$ cat src/rtl/core/shc_pkg.sv
package shc_pkg;

	localparam logic [2:0] LS_ACTIVE   = 3'd0;
	localparam logic [2:0] LS_IDLE     = 3'd1;
	localparam logic [2:0] LS_NEGOT    = 3'd2;
	localparam logic [2:0] LS_SLEEPING = 3'd3;
	localparam logic [2:0] LS_WAKING   = 3'd4;

	localparam logic [2:0] PS_ONLINE   = 3'd0;
	localparam logic [2:0] PS_PENDING  = 3'd1;
	localparam logic [2:0] PS_SLEEPING = 3'd2;
	localparam logic [2:0] PS_UNKNOWN  = 3'd3;
	localparam logic [2:0] PS_OFFLINE  = 3'd4;

	localparam logic [1:0] ROLE_NONE  = 2'd0;
	localparam logic [1:0] ROLE_COORD = 2'd1;
	localparam logic [1:0] ROLE_PART  = 2'd2;

	localparam logic [2:0] PH_NONE        = 3'd0;
	localparam logic [2:0] PH_WAIT_READY  = 3'd1;
	localparam logic [2:0] PH_WAIT_COMMIT = 3'd2;
	localparam logic [2:0] PH_WAIT_ACK    = 3'd3;
	localparam logic [2:0] PH_WAIT_ACK_TX = 3'd4;

	localparam logic [2:0] MT_REQUEST = 3'd0;
	localparam logic [2:0] MT_READY   = 3'd1;
	localparam logic [2:0] MT_COMMIT  = 3'd2;
	localparam logic [2:0] MT_ACK     = 3'd3;
	localparam logic [2:0] MT_CANCEL  = 3'd4;

	localparam logic [3:0] K_TICK     = 4'd0;
	localparam logic [3:0] K_IDLE     = 4'd1;
	localparam logic [3:0] K_REQ      = 4'd2;
	localparam logic [3:0] K_ACT      = 4'd3;
	localparam logic [3:0] K_APP      = 4'd4;
	localparam logic [3:0] K_RX       = 4'd5;
	localparam logic [3:0] K_SENT     = 4'd6;
	localparam logic [3:0] K_FAILED   = 4'd7;
	localparam logic [3:0] K_EXECFAIL = 4'd8;
	localparam logic [3:0] K_SEEN     = 4'd9;
	localparam logic [3:0] K_UNREACH  = 4'd10;
	localparam logic [3:0] K_TAKE     = 4'd11;
	localparam logic [3:0] K_RESTORE  = 4'd12;

	localparam logic [2:0] CFG_LOCAL_ID = 3'd0;
	localparam logic [2:0] CFG_PEER_ID  = 3'd1;
	localparam logic [2:0] CFG_VERSION  = 3'd2;
	localparam logic [2:0] CFG_PHASE    = 3'd3;
	localparam logic [2:0] CFG_HARD     = 3'd4;
	localparam logic [2:0] CFG_COOL     = 3'd5;
	localparam logic [2:0] CFG_WAKE     = 3'd6;

	localparam logic [15:0] SERIAL_HALF = 16'h8000;

	typedef struct packed {
		logic [7:0]  local_id;
		logic [7:0]  peer_id;
		logic [7:0]  version;
		logic [19:0] phase_ms;
		logic [19:0] hard_ms;
		logic [19:0] cool_ms;
		logic [19:0] wake_ms;
	} cfg_t;

	typedef struct packed {
		logic [2:0]  local_mode;
		logic [2:0]  peer_mode;
		logic        txn_open;
		logic [15:0] txn_id;
		logic [1:0]  txn_role;
		logic [2:0]  txn_phase;
		logic [31:0] phase_dl;
		logic [31:0] hard_dl;
		logic        commit_taken;
		logic [15:0] taken_mid;
		logic        rcpt_valid;
		logic [15:0] rcpt_id;
		logic [15:0] rcpt_mid;
		logic        cool_on;
		logic [31:0] cool_dl;
		logic [31:0] wake_dl;
		logic        dec_pending;
		logic [15:0] pend_id;
		logic        pend_role;
		logic        seen_req;
		logic [15:0] newest_id;
	} st_t;

	localparam st_t ST_RESET = '{local_mode: LS_ACTIVE, peer_mode: PS_UNKNOWN,
		txn_role: ROLE_NONE, txn_phase: PH_NONE, default: '0};

	typedef struct packed {
		logic [3:0]  kind;
		logic [31:0] now_ms;
		logic [7:0]  msg_version;
		logic [7:0]  msg_sender;
		logic [2:0]  msg_type;
		logic        msg_event_none;
		logic [15:0] trans_id;
		logic [15:0] message_id;
		logic        queue_accepts;
		logic        restored_have_request;
	} item_t;

	typedef struct packed {
		logic [2:0]  local_state;
		logic [2:0]  peer_state;
		logic [1:0]  nsend;
		logic [2:0]  type0;
		logic [15:0] id0;
		logic [2:0]  type1;
		logic [15:0] id1;
		logic        accepted;
		logic        decision_valid;
		logic [15:0] decision_id;
		logic        decision_role;
		logic        have_peer_request;
		logic [15:0] newest_peer_request;
	} res_t;

	function automatic logic expired(input logic [31:0] now, input logic [31:0] dl);
		logic [31:0] d;
		d = now - dl;
		return ~d[31];
	endfunction

endpackage

$ cat src/rtl/core/shc_engine.sv
module shc_engine (
	input  shc_pkg::cfg_t  cfg,
	input  shc_pkg::st_t   cur,
	input  shc_pkg::item_t it,
	output shc_pkg::st_t   nxt,
	output shc_pkg::res_t  res
);
	import shc_pkg::*;

	st_t         s;
	logic [1:0]  ns;
	logic [2:0]  t0, t1;
	logic [15:0] i0, i1;
	logic        acc, dv;
	logic [15:0] did;
	logic        drole;
	logic [31:0] now;
	logic [15:0] adv;
	logic [15:0] kid;
	logic        ok;

	always_comb begin
		s = cur;
		ns = 2'd0;
		t0 = '0; t1 = '0; i0 = '0; i1 = '0;
		acc = 1'b0; dv = 1'b0; did = '0; drole = 1'b0;
		now = it.now_ms;
		adv = '0;
		kid = '0;
		ok = 1'b0;

		// Deadline checks are run first for every kind that uses them.
		if (it.kind == K_TICK || it.kind == K_IDLE || it.kind == K_REQ || it.kind == K_ACT
			|| (it.kind == K_APP && cur.txn_open) || it.kind == K_RX
			|| it.kind == K_SENT || it.kind == K_FAILED) begin
			if (s.cool_on && expired(now, s.cool_dl))
				s.cool_on = 1'b0;
			if (s.txn_open && (expired(now, s.hard_dl) || expired(now, s.phase_dl))) begin
				kid = s.txn_id;
				s.txn_open = 1'b0; s.txn_id = '0; s.txn_role = ROLE_NONE;
				s.txn_phase = PH_NONE; s.phase_dl = '0; s.hard_dl = '0;
				s.commit_taken = 1'b0;
				s.rcpt_valid = 1'b0; s.rcpt_id = '0; s.rcpt_mid = '0;
				s.cool_on = 1'b1; s.cool_dl = now + 32'(cfg.cool_ms);
				s.peer_mode = PS_UNKNOWN;
				if (s.local_mode != LS_IDLE) begin
					s.dec_pending = 1'b0;
					s.local_mode = LS_IDLE;
				end
				t0 = MT_CANCEL; i0 = kid; ns = 2'd1;
			end
			if (s.local_mode == LS_WAKING && expired(now, s.wake_dl)) begin
				s.wake_dl = '0;
				s.dec_pending = 1'b0;
				s.local_mode = LS_ACTIVE;
			end
		end

		case (it.kind)
			K_IDLE: begin
				if ((s.local_mode == LS_ACTIVE) || (s.local_mode == LS_IDLE)) begin
					if (s.local_mode != LS_IDLE) s.dec_pending = 1'b0;
					s.local_mode = LS_IDLE;
				end
			end
			K_REQ: begin
				if (s.local_mode == LS_IDLE && !s.txn_open && !s.cool_on) begin
					s.txn_open = 1'b1; s.txn_id = it.trans_id; s.txn_role = ROLE_COORD;
					s.txn_phase = PH_WAIT_READY;
					s.phase_dl = now + 32'(cfg.phase_ms);
					s.hard_dl = now + 32'(cfg.hard_ms);
					s.commit_taken = 1'b0;
					s.rcpt_valid = 1'b0; s.rcpt_id = '0; s.rcpt_mid = '0;
					s.peer_mode = PS_PENDING;
					s.dec_pending = 1'b0;
					s.local_mode = LS_NEGOT;
					ok = 1'b1;
					acc = it.queue_accepts;
				end
			end
			K_ACT, K_APP: begin
				if (it.kind == K_ACT || cur.txn_open) begin
					if (s.txn_open) begin
						kid = s.txn_id;
						s.txn_open = 1'b0; s.txn_id = '0; s.txn_role = ROLE_NONE;
						s.txn_phase = PH_NONE; s.phase_dl = '0; s.hard_dl = '0;
						s.commit_taken = 1'b0;
						s.rcpt_valid = 1'b0; s.rcpt_id = '0; s.rcpt_mid = '0;
						s.cool_on = 1'b1; s.cool_dl = now + 32'(cfg.cool_ms);
						s.peer_mode = PS_ONLINE;
						if (s.local_mode != LS_ACTIVE) s.dec_pending = 1'b0;
						s.local_mode = LS_ACTIVE;
						if (ns == 2'd0) begin t0 = MT_CANCEL; i0 = kid; end
						else begin t1 = MT_CANCEL; i1 = kid; end
						ns = ns + 2'd1;
					end else if (s.local_mode == LS_SLEEPING) begin
						s.rcpt_valid = 1'b0; s.rcpt_id = '0; s.rcpt_mid = '0;
						s.wake_dl = now + 32'(cfg.wake_ms);
						s.dec_pending = 1'b0;
						s.local_mode = LS_WAKING;
					end else if (s.local_mode != LS_WAKING) begin
						if (s.local_mode != LS_ACTIVE) s.dec_pending = 1'b0;
						s.local_mode = LS_ACTIVE;
					end
				end
				if (it.kind == K_APP) s.peer_mode = PS_ONLINE;
			end
			K_RX: begin
				if (it.msg_version == cfg.version && it.msg_sender == cfg.peer_id
					&& it.msg_type <= MT_CANCEL && it.msg_event_none
					&& !(it.msg_type == MT_REQUEST && it.trans_id != it.message_id)) begin
					adv = it.trans_id - s.newest_id;
					if (it.msg_type == MT_REQUEST) begin
						if (s.txn_open && s.txn_role == ROLE_PART && it.trans_id == s.txn_id) begin
							if (!s.commit_taken) begin ok = 1'b1; t0 = MT_READY; end
						end else if (!(s.seen_req && (adv == '0 || adv >= SERIAL_HALF))) begin
							s.seen_req = 1'b1;
							s.newest_id = it.trans_id;
							if (s.txn_open && s.txn_role == ROLE_COORD
								&& s.txn_phase == PH_WAIT_READY) begin
								if (!(cfg.local_id < cfg.peer_id)) begin
									s.txn_id = it.trans_id; s.txn_role = ROLE_PART;
									s.txn_phase = PH_WAIT_COMMIT;
									s.phase_dl = now + 32'(cfg.phase_ms);
									s.commit_taken = 1'b0;
									s.rcpt_valid = 1'b0; s.rcpt_id = '0; s.rcpt_mid = '0;
									s.peer_mode = PS_PENDING;
									if (s.local_mode != LS_NEGOT) s.dec_pending = 1'b0;
									s.local_mode = LS_NEGOT;
									ok = 1'b1; t0 = MT_READY;
								end
							end else if (s.local_mode == LS_IDLE && !s.txn_open && !s.cool_on) begin
								s.txn_open = 1'b1; s.txn_id = it.trans_id; s.txn_role = ROLE_PART;
								s.txn_phase = PH_WAIT_COMMIT;
								s.phase_dl = now + 32'(cfg.phase_ms);
								s.hard_dl = now + 32'(cfg.hard_ms);
								s.commit_taken = 1'b0;
								s.rcpt_valid = 1'b0; s.rcpt_id = '0; s.rcpt_mid = '0;
								s.peer_mode = PS_PENDING;
								s.dec_pending = 1'b0;
								s.local_mode = LS_NEGOT;
								ok = 1'b1; t0 = MT_READY;
							end else if (!s.txn_open) begin
								if (ns == 2'd0) begin t0 = MT_CANCEL; i0 = it.trans_id; end
								else begin t1 = MT_CANCEL; i1 = it.trans_id; end
								ns = ns + 2'd1;
							end
						end
					end else if (!s.txn_open) begin
						if (s.local_mode == LS_SLEEPING && s.rcpt_valid && it.msg_type == MT_COMMIT
							&& it.trans_id == s.rcpt_id && it.message_id == s.rcpt_mid) begin
							if (ns == 2'd0) begin t0 = MT_ACK; i0 = it.trans_id; end
							else begin t1 = MT_ACK; i1 = it.trans_id; end
							ns = ns + 2'd1;
						end
					end else if (it.trans_id == s.txn_id) begin
						if (it.msg_type == MT_CANCEL) begin
							s.txn_open = 1'b0; s.txn_id = '0; s.txn_role = ROLE_NONE;
							s.txn_phase = PH_NONE; s.phase_dl = '0; s.hard_dl = '0;
							s.commit_taken = 1'b0;
							s.rcpt_valid = 1'b0; s.rcpt_id = '0; s.rcpt_mid = '0;
							s.cool_on = 1'b1; s.cool_dl = now + 32'(cfg.cool_ms);
							s.peer_mode = PS_ONLINE;
							if (s.local_mode != LS_IDLE) s.dec_pending = 1'b0;
							s.local_mode = LS_IDLE;
						end else if (it.msg_type == MT_READY && s.txn_role == ROLE_COORD) begin
							if (s.txn_phase == PH_WAIT_READY) begin
								s.txn_phase = PH_WAIT_ACK;
								s.phase_dl = now + 32'(cfg.phase_ms);
								ok = 1'b1; t0 = MT_COMMIT;
							end else if (s.txn_phase == PH_WAIT_ACK) begin
								ok = 1'b1; t0 = MT_COMMIT;
							end
						end else if (it.msg_type == MT_COMMIT && s.txn_role == ROLE_PART
							&& (s.txn_phase == PH_WAIT_COMMIT || s.txn_phase == PH_WAIT_ACK_TX)) begin
							if (s.txn_phase == PH_WAIT_COMMIT) begin
								s.commit_taken = 1'b1;
								s.taken_mid = it.message_id;
								s.txn_phase = PH_WAIT_ACK_TX;
								s.phase_dl = now + 32'(cfg.phase_ms);
							end
							ok = 1'b1; t0 = MT_ACK;
						end else if (it.msg_type == MT_ACK && s.txn_role == ROLE_COORD
							&& s.txn_phase == PH_WAIT_ACK) begin
							s.dec_pending = 1'b1;
							s.pend_id = s.txn_id;
							s.pend_role = 1'b0;
							s.txn_open = 1'b0; s.txn_id = '0; s.txn_role = ROLE_NONE;
							s.txn_phase = PH_NONE; s.phase_dl = '0; s.hard_dl = '0;
							s.commit_taken = 1'b0;
							s.peer_mode = PS_SLEEPING;
							s.local_mode = LS_SLEEPING;
						end
					end
				end
			end
			K_SENT: begin
				if (it.msg_type == MT_ACK && s.txn_open && it.trans_id == s.txn_id
					&& s.txn_role == ROLE_PART && s.txn_phase == PH_WAIT_ACK_TX
					&& s.commit_taken) begin
					s.rcpt_valid = 1'b1; s.rcpt_id = it.trans_id; s.rcpt_mid = s.taken_mid;
					s.dec_pending = 1'b1;
					s.pend_id = s.txn_id;
					s.pend_role = 1'b1;
					s.txn_open = 1'b0; s.txn_id = '0; s.txn_role = ROLE_NONE;
					s.txn_phase = PH_NONE; s.phase_dl = '0; s.hard_dl = '0;
					s.commit_taken = 1'b0;
					s.peer_mode = PS_SLEEPING;
					s.local_mode = LS_SLEEPING;
				end
			end
			K_FAILED: begin
				if ((it.msg_type == MT_ACK && s.local_mode == LS_SLEEPING && s.rcpt_valid
					&& it.trans_id == s.rcpt_id)
					|| (s.txn_open && it.trans_id == s.txn_id
					&& ((s.txn_role == ROLE_COORD
					&& ((it.msg_type == MT_REQUEST && s.txn_phase == PH_WAIT_READY)
					|| (it.msg_type == MT_COMMIT && s.txn_phase == PH_WAIT_ACK)))
					|| (s.txn_role != ROLE_COORD
					&& ((it.msg_type == MT_READY && s.txn_phase == PH_WAIT_COMMIT
					&& !s.commit_taken)
					|| (it.msg_type == MT_ACK && s.txn_phase == PH_WAIT_ACK_TX
					&& s.commit_taken)))))) begin
					if (s.txn_open) begin
						kid = s.txn_id;
						s.txn_open = 1'b0; s.txn_id = '0; s.txn_role = ROLE_NONE;
						s.txn_phase = PH_NONE; s.phase_dl = '0; s.hard_dl = '0;
						s.commit_taken = 1'b0;
						s.rcpt_valid = 1'b0; s.rcpt_id = '0; s.rcpt_mid = '0;
						s.cool_on = 1'b1; s.cool_dl = now + 32'(cfg.cool_ms);
						s.peer_mode = (it.msg_type == MT_REQUEST) ? PS_OFFLINE : PS_UNKNOWN;
						if (s.local_mode != LS_IDLE) s.dec_pending = 1'b0;
						s.local_mode = LS_IDLE;
						if (ns == 2'd0) begin t0 = MT_CANCEL; i0 = kid; end
						else begin t1 = MT_CANCEL; i1 = kid; end
						ns = ns + 2'd1;
					end else begin
						s.peer_mode = PS_UNKNOWN;
					end
				end
			end
			K_EXECFAIL: begin
				if (s.local_mode == LS_SLEEPING && !s.txn_open) begin
					s.rcpt_valid = 1'b0; s.rcpt_id = '0; s.rcpt_mid = '0;
					s.cool_on = 1'b1; s.cool_dl = now + 32'(cfg.cool_ms);
					s.dec_pending = 1'b0;
					s.local_mode = LS_IDLE;
				end
			end
			K_SEEN: begin
				if (s.peer_mode != PS_PENDING && s.peer_mode != PS_SLEEPING)
					s.peer_mode = PS_ONLINE;
			end
			K_UNREACH: begin
				if (s.peer_mode != PS_PENDING && s.peer_mode != PS_SLEEPING)
					s.peer_mode = PS_OFFLINE;
			end
			K_TAKE: begin
				if (s.dec_pending) begin
					dv = 1'b1; did = s.pend_id; drole = s.pend_role;
					s.dec_pending = 1'b0; acc = 1'b1;
				end
			end
			K_RESTORE: begin
				if (s.local_mode == LS_ACTIVE && s.peer_mode == PS_UNKNOWN && !s.txn_open
					&& !s.dec_pending && !s.cool_on) begin
					s.seen_req = it.restored_have_request;
					s.newest_id = it.trans_id;
					acc = 1'b1;
				end
			end
			default: begin
			end
		endcase

		// A control word is sent; a refusal by the queue cancels the transaction.
		// Only one such send occurs per word and never after another send.
		if (ok) begin
			t0 = (it.kind == K_REQ) ? MT_REQUEST : t0;
			i0 = s.txn_id;
			ns = 2'd1;
			if (!it.queue_accepts) begin
				kid = s.txn_id;
				s.txn_open = 1'b0; s.txn_id = '0; s.txn_role = ROLE_NONE;
				s.txn_phase = PH_NONE; s.phase_dl = '0; s.hard_dl = '0;
				s.commit_taken = 1'b0;
				s.rcpt_valid = 1'b0; s.rcpt_id = '0; s.rcpt_mid = '0;
				s.cool_on = 1'b1; s.cool_dl = now + 32'(cfg.cool_ms);
				s.peer_mode = PS_UNKNOWN;
				if (s.local_mode != LS_IDLE) s.dec_pending = 1'b0;
				s.local_mode = LS_IDLE;
				t1 = MT_CANCEL; i1 = kid; ns = 2'd2;
			end
		end

		nxt = s;
		res.local_state = s.local_mode;
		res.peer_state = s.peer_mode;
		res.nsend = ns;
		res.type0 = t0; res.id0 = i0;
		res.type1 = t1; res.id1 = i1;
		res.accepted = acc;
		res.decision_valid = dv;
		res.decision_id = did;
		res.decision_role = drole;
		res.have_peer_request = s.seen_req;
		res.newest_peer_request = s.newest_id;
	end

endmodule

$ cat src/rtl/core/shc_out.sv
module shc_out (
	input  logic           clk,
	input  logic           arst_n,
	input  logic           load,
	input  shc_pkg::res_t  res,
	output logic           busy,
	input  logic           stall,
	output logic           valid,
	output logic [2:0]     local_state,
	output logic [2:0]     peer_state,
	output logic           send_valid,
	output logic [2:0]     send_type,
	output logic [15:0]    send_id,
	output logic           accepted,
	output logic           decision_valid,
	output logic [15:0]    decision_id,
	output logic           decision_role,
	output logic           have_peer_request,
	output logic [15:0]    newest_peer_request,
	output logic           last
);
	import shc_pkg::*;

	res_t r_q;
	logic v_q;
	logic second_q;

	// A word with two sends is shown in two consecutive slots.
	assign busy = v_q && (stall || (r_q.nsend == 2'd2 && !second_q));

	always_ff @(posedge clk or negedge arst_n) begin
		if (!arst_n) begin
			v_q <= 1'b0;
			second_q <= 1'b0;
		end else if (load) begin
			v_q <= 1'b1;
			second_q <= 1'b0;
		end else if (v_q && !stall) begin
			if (r_q.nsend == 2'd2 && !second_q) begin
				second_q <= 1'b1;
			end else begin
				v_q <= 1'b0;
				second_q <= 1'b0;
			end
		end
	end

	always_ff @(posedge clk) begin
		if (load) r_q <= res;
	end

	assign valid = v_q;
	assign local_state = r_q.local_state;
	assign peer_state = r_q.peer_state;
	assign send_valid = r_q.nsend != 2'd0;
	assign send_type = second_q ? r_q.type1 : r_q.type0;
	assign send_id = second_q ? r_q.id1 : r_q.id0;
	assign accepted = r_q.accepted;
	assign decision_valid = r_q.decision_valid;
	assign decision_id = r_q.decision_id;
	assign decision_role = r_q.decision_role;
	assign have_peer_request = r_q.have_peer_request;
	assign newest_peer_request = r_q.newest_peer_request;
	assign last = (r_q.nsend != 2'd2) || second_q;

endmodule

$ cat src/rtl/core/sleep_handshake_controller.sv
// Sleep handshake controller between this device and one peer.
// Input channel: in_valid/in_stall carry one event word (kind, time stamp,
// message fields). Output channel: out_valid/out_stall carry result words.
// Each event yields one result word, or two when it causes two control sends;
// last marks the final word of an event.
// The event is evaluated combinationally from the state register, and its
// result is registered on acceptance and shown on the output in the next cycle.
// One event per cycle is taken while the output is free or being drained; an
// event with two sends holds the input while its first word is shown.
// When the receiver stalls, the output word holds and in_stall rises.
// The configuration channel (cfg_valid/cfg_ready, cfg_index, cfg_data) is
// always ready and writes at most one register per handshake.
// Reset puts the block in the active state with the peer unknown, no open
// transaction, and the registers at their default values.
module sleep_handshake_controller (
	input  logic        clk,
	input  logic        arst_n,
	input  logic        cfg_valid,
	output logic        cfg_ready,
	input  logic [2:0]  cfg_index,
	input  logic [19:0] cfg_data,
	input  logic        in_valid,
	output logic        in_stall,
	input  logic [3:0]  kind,
	input  logic [31:0] now_ms,
	input  logic [7:0]  msg_version,
	input  logic [7:0]  msg_sender,
	input  logic [2:0]  msg_type,
	input  logic        msg_event_none,
	input  logic [15:0] trans_id,
	input  logic [15:0] message_id,
	input  logic        queue_accepts,
	input  logic        restored_have_request,
	output logic        out_valid,
	input  logic        out_stall,
	output logic [2:0]  local_state,
	output logic [2:0]  peer_state,
	output logic        send_valid,
	output logic [2:0]  send_type,
	output logic [15:0] send_id,
	output logic        accepted,
	output logic        decision_valid,
	output logic [15:0] decision_id,
	output logic        decision_role,
	output logic        have_peer_request,
	output logic [15:0] newest_peer_request,
	output logic        last
);
	import shc_pkg::*;

	cfg_t  cfg_q;
	st_t   st_q, st_nxt;
	item_t it;
	res_t  res;
	logic  busy, take;

	assign cfg_ready = 1'b1;

	always_ff @(posedge clk or negedge arst_n) begin
		if (!arst_n) begin
			cfg_q.local_id <= 8'd0;
			cfg_q.peer_id <= 8'd1;
			cfg_q.version <= 8'd1;
			cfg_q.phase_ms <= 20'd3000;
			cfg_q.hard_ms <= 20'd5000;
			cfg_q.cool_ms <= 20'd3000;
			cfg_q.wake_ms <= 20'd250;
		end else if (cfg_valid) begin
			unique case (cfg_index)
				CFG_LOCAL_ID: cfg_q.local_id <= cfg_data[7:0];
				CFG_PEER_ID:  cfg_q.peer_id <= cfg_data[7:0];
				CFG_VERSION:  cfg_q.version <= cfg_data[7:0];
				CFG_PHASE:    cfg_q.phase_ms <= cfg_data;
				CFG_HARD:     cfg_q.hard_ms <= cfg_data;
				CFG_COOL:     cfg_q.cool_ms <= cfg_data;
				CFG_WAKE:     cfg_q.wake_ms <= cfg_data;
				default: begin
				end
			endcase
		end
	end

	assign it.kind = kind;
	assign it.now_ms = now_ms;
	assign it.msg_version = msg_version;
	assign it.msg_sender = msg_sender;
	assign it.msg_type = msg_type;
	assign it.msg_event_none = msg_event_none;
	assign it.trans_id = trans_id;
	assign it.message_id = message_id;
	assign it.queue_accepts = queue_accepts;
	assign it.restored_have_request = restored_have_request;

	shc_engine u_eng (
		.cfg (cfg_q),
		.cur (st_q),
		.it  (it),
		.nxt (st_nxt),
		.res (res)
	);

	assign in_stall = busy;
	assign take = in_valid && !busy;

	always_ff @(posedge clk or negedge arst_n) begin
		if (!arst_n) begin
			st_q <= ST_RESET;
		end else if (take) begin
			st_q <= st_nxt;
		end
	end

	shc_out u_out (
		.clk                 (clk),
		.arst_n              (arst_n),
		.load                (take),
		.res                 (res),
		.busy                (busy),
		.stall               (out_stall),
		.valid               (out_valid),
		.local_state         (local_state),
		.peer_state          (peer_state),
		.send_valid          (send_valid),
		.send_type           (send_type),
		.send_id             (send_id),
		.accepted            (accepted),
		.decision_valid      (decision_valid),
		.decision_id         (decision_id),
		.decision_role       (decision_role),
		.have_peer_request   (have_peer_request),
		.newest_peer_request (newest_peer_request),
		.last                (last)
	);

	a_take_loads: assert property (@(posedge clk) disable iff (!arst_n)
		take |=> out_valid)
		else $error("accepted event did not produce a result");

	a_no_take_busy: assert property (@(posedge clk) disable iff (!arst_n)
		(out_valid && out_stall) |-> in_stall)
		else $error("input taken while output is stalled");

	a_send_last: assert property (@(posedge clk) disable iff (!arst_n)
		(out_valid && !send_valid) |-> last)
		else $error("non-send result is not last");

endmodule
$ cat config.mk
export PLATFORM = sky130hd
export DESIGN_NAME = sleep_handshake_controller
export DESIGN_NICKNAME = d
export VERILOG_FILES = /design/src/rtl/core/shc_pkg.sv /design/src/rtl/core/shc_engine.sv /design/src/rtl/core/shc_out.sv /design/src/rtl/core/sleep_handshake_controller.sv
export SDC_FILE = /design/constraint.sdc
export NUM_CORES = 2
export LEC_CHECK = 0
export ABC_CLOCK_PERIOD_IN_PS = 4610
export BUFFER_PORTS_ARGS = -buffer_cell sky130_fd_sc_hd__buf_2
export CAP_MARGIN = 20
export CORE_MARGIN = 4
export CORE_UTILIZATION = 30
export CTS_CLUSTER_DIAMETER = 100
export DETAILED_ROUTE_END_ITERATION = 16
export MAX_ROUTING_LAYER = met4
export PLACE_DENSITY_LB_ADDON = 0.1
export SETUP_SLACK_MARGIN = 0.15
export SYNTH_ARGS = -nofsm -noshare
export SYNTH_HDL_FRONTEND = slang
export SYNTH_HIERARCHICAL = 1
export SYNTH_SLANG_ARGS = --single-unit
$ cat constraint.sdc
create_clock -name clk -period 4.61 [get_ports clk]
set_input_delay 0.2305 -clock clk [delete_from_list [all_inputs] [get_ports clk]]
set_output_delay 0.2305 -clock clk [all_outputs]
set_load 0.01 [all_outputs]
==> out/metrics.csv <==
stage;metric;value;unit
run_status;status;complete, but fails checks;
run_status;violated checks;setup timing;
timing;# setup viols final;257;
routing;DRC errors left;0;
yosys;mapped cell area;35600;µm²
clock_network;Clock Latency Late Sink;0.71;ns
timing;RSZ-0062 raised after global routing;true;
timing;Max-slew headroom;23.6;%
setup_path;critical path class;reg -> reg;
global_routing;antenna violations before repair;3;
place;Port Buffers;182;
place;HPWL Detailed;119;mm
floorplan;die width;353;µm
routing;via count;35266;
timing;final hold viol count;0;
timing;worst-margin pin slew;1.14;ns
cells_and_area;Final nets;5037;
setup_path;R2R Path End;st_q[219];
power_and_ir_drop;PwrDens;460;nW/µm²
setup_path;Setup crit start kind;flip-flop;
yosys;Syn Area/Cell;8.95;µm²
setup_path;Worst Setup EP;st_q[219];
yosys;Synth Warn #;6;
yosys;EDFF count, synth;82;
setup_path;flop2flop setup slack;-0.28;ns
timing;setup TNS;-33.47;ns
timing;crit path time final;4.89;ns
setup_path;largest fanout on the critical path;6;
timing;Slew Viols, Final;0;
floorplan;core area;118000;µm²
clock_network;TritonCTS clock tree;yes;
clock_network;TritonCTS sink count;430;
global_routing;pin count of the biggest net entering global routing;104;
global_routing;first-pass GRT wire length;237;mm
floorplan;starting density of the core;30.2;%
yosys;Cells after Synth;3984;
timing;setup ws final;-0.284;ns
yosys;Synth top area share;22.4;%
clock_network;CTS root buf;clkbuf_16;
routing;First-pass DRT Iterations;7;
clock_network;clock buffer count from CTS;59;
setup_path;Worst Setup SP;st_q[180];
power_and_ir_drop;PnR Total Power;22.6;mW
yosys;sequential fraction of the synthesis area;31.4;%
global_routing;grt ovf;0;
global_routing;vias in the first global route;34559;
routing;Final ANT Viol Nets;0;
hold_path;HP Class;in -> reg;
power_and_ir_drop;Peak VDD IR;296;µV
place;gpl congestion;0.954;
yosys;synth unique cells;101;
power_and_ir_drop;leak pwr;21.3;nW
yosys;Synth Register Bits;430;
timing;f_max;204;MHz
yosys;Async SR Flop Fraction;80.9;%
floorplan;height of the die;353;µm
setup_path;Critical Path RT;5.16;ns
clock_network;H-tree Lvls;2;
floorplan;site row count;126;
yosys;synth top area cells;dfrtp_1, mux2_2, ha_1;
global_routing;GRT Total Usage;25.9;%
setup_path;FF-to-FF path depth;18;
clock_network;CTS Buffer Depth;3;
routing;Avg WL per Cell;26.4;µm
routing;DRT Wirelength;165;mm
cells_and_area;Synth-to-Final Area Change;38.1;%
cells_and_area;layout cell share with drive strength beyond 1;39.3;%
yosys;Syn Nets;4334;
cells_and_area;# fillers;11658;
floorplan;I/O pins;184;
clock_network;CTS clk-pin slew, worst paths;0.06;ns
floorplan;Die Area;124000;µm²
timing;period utilisation layout;106;%
setup_path;Worst setup EP type;flip-flop;
timing;Setup Skew;0.0536;ns
routing;DRT iter0 DRCs;2668;
yosys;largest area contributor in the netlist;dfrtp_1;
flow_run;Max Cap Viol;0;
setup_path;R2R Path Start;st_q[180];
yosys;Main synth FF type;dfrtp_1;
routing;via density per instance;5.62;
setup_path;critical path arrival;5.44;ns
[cell usage in the layout (no fill, tap or decap), types with 121 or more instances in the layout]
master,count
a21oi_1,208
buf_2,181
buf_4,534
dfrtp_1,318
ha_1,225
inv_1,194
mux2_2,294
mux2_4,121
nand2_1,254
nor2_1,254
o21ai_0,179
[flip-flops by register name, summed over array words and instances (netlist names)]
name,count
cfg_q,104
u_out/accepted,1
u_out/decision_id,16
u_out/decision_role,1
u_out/peer_state,3
u_out/second_q,1
u_out/local_state,3
u_out/r_q,40
u_out/valid,1
st_q,242
u_out/have_peer_request,1
u_out/decision_valid,1
u_out/newest_peer_request,16
[final cells by class]
type / count / area [µm²] / share of cell area, %
diodes: 3 / 7.51 / 0.0152
clock inverters: 33 / 438 / 0.889
clock buffers: 79 / 1690 / 3.44
multi-input cells: 3055 / 24800 / 50.4
well taps: 1536 / 1920 / 3.90
flip-flops and latches: 430 / 11200 / 22.8
inverters: 197 / 744 / 1.51
repair buffers: 944 / 8430 / 17.1
[repair_timing]
action                                  4_1_cts  5_1_grt
endpoints found under the setup margin      271      302
setup buffers                                81       57
pin swaps                                   123      141
hold buffers                                 29        0
gates cloned                                 17        8
resized for setup                           416      394
hold endpoints to repair                    149        0
[metrics by stage]
step	hold slack (ns)	cell area, µm²	worst slack (ns)	instances	util, %
after floorplan	-0.0651	35700	0.174	3984	-
after global placement	0.262	41800	-0.463	5971	35.4
after detailed placement	0.254	41800	-0.445	5971	35.4
after CTS	0.00554	47100	-0.223	6209	39.9
after global routing	0.0312	49200	-0.383	6277	41.7
final	0.0442	49200	-0.284	6277	41.7
[worst min-delay path by stage]
stage                     start  cells past startpoint  slack, ns            end
floorplan                arst_n                      0      -0.07       cfg_q[0]
finish              cfg_data[6]                      2       0.04      cfg_q[66]
global route           in_valid                      2       0.03  u_out/r_q[36]
global placement         arst_n                      1       0.26       st_q[53]
CTS                    in_valid                      2      0.006  u_out/r_q[55]
detailed placement       arst_n                      1       0.25       st_q[53]
[layer usage]
layer  track usage (%)  wire length (µm)  share of wire [%]
met3              3.05              8810                5.3
met5                 -                 0                  0
met2              42.0             76400                 46
met4              10.6              8220                5.0
met1              32.9             72100                 44
[cell families (layout without fill, tap and decap cells)]
group / count (synthesis) / after routing / synth area share [%]
compound gates: 1094 / 1094 / 20.2
xor+xnor: 192 / 192 / 4.72
fa+ha+maj: 232 / 232 / 8.23
buf+inv: 499 / 1253 / 6.58
flops: 430 / 430 / 31.4
mux: 458 / 458 / 14.3
other cells: 1 / 4 / 0.0105
simple gates: 1078 / 1078 / 14.5
[cells in the mapped netlist, types with 34 or more instances]
library cell    n
a31oi_1        65
mux2i_1        42
a211oi_1       45
inv_1         197
xnor2_1        86
ha_1          228
nor3_1         82
buf_2          46
mux2_2        413
dfrtp_1       319
nand2_1       286
clkbuf_1      125
nand2b_1       34
nand4_1        59
o21ai_0       246
buf_4          86
a21o_1         49
edfxtp_1       82
xor2_1        106
nor2_1        307
nand3_1       100
a22o_1         50
o211ai_1       42
a21oi_1       261
o22ai_1        39
a221oi_1       39
[critical path, cell delays in order (launching register included)]
cell and delay (ns):
dfrtp_1 0.34, inv_1 0.07, ha_4 0.27, nand4_1 0.22
or4_4 0.63, nor4_4 0.16, o21ai_2 0.11, o2111ai_4 0.35
buf_6 0.17, mux2_4 0.31, or4_4 0.53, nand3_4 0.13
o21ai_4 0.12, or2_4 0.27, buf_12 0.14, a222oi_1 0.45
buf_4 0.21, nor2_2 0.03, mux2_4 0.24
[power breakdown]
part	leakage, nW	total, mW	switching [mW]	internal [mW]
clock network	1.04	5.07	2.03	3.04
registers	5.28	5.56	0.756	4.80
logic	15.0	12.0	6.56	5.45
total	21.3	22.6	9.35	13.3
(Power assumes the default switching activity.)
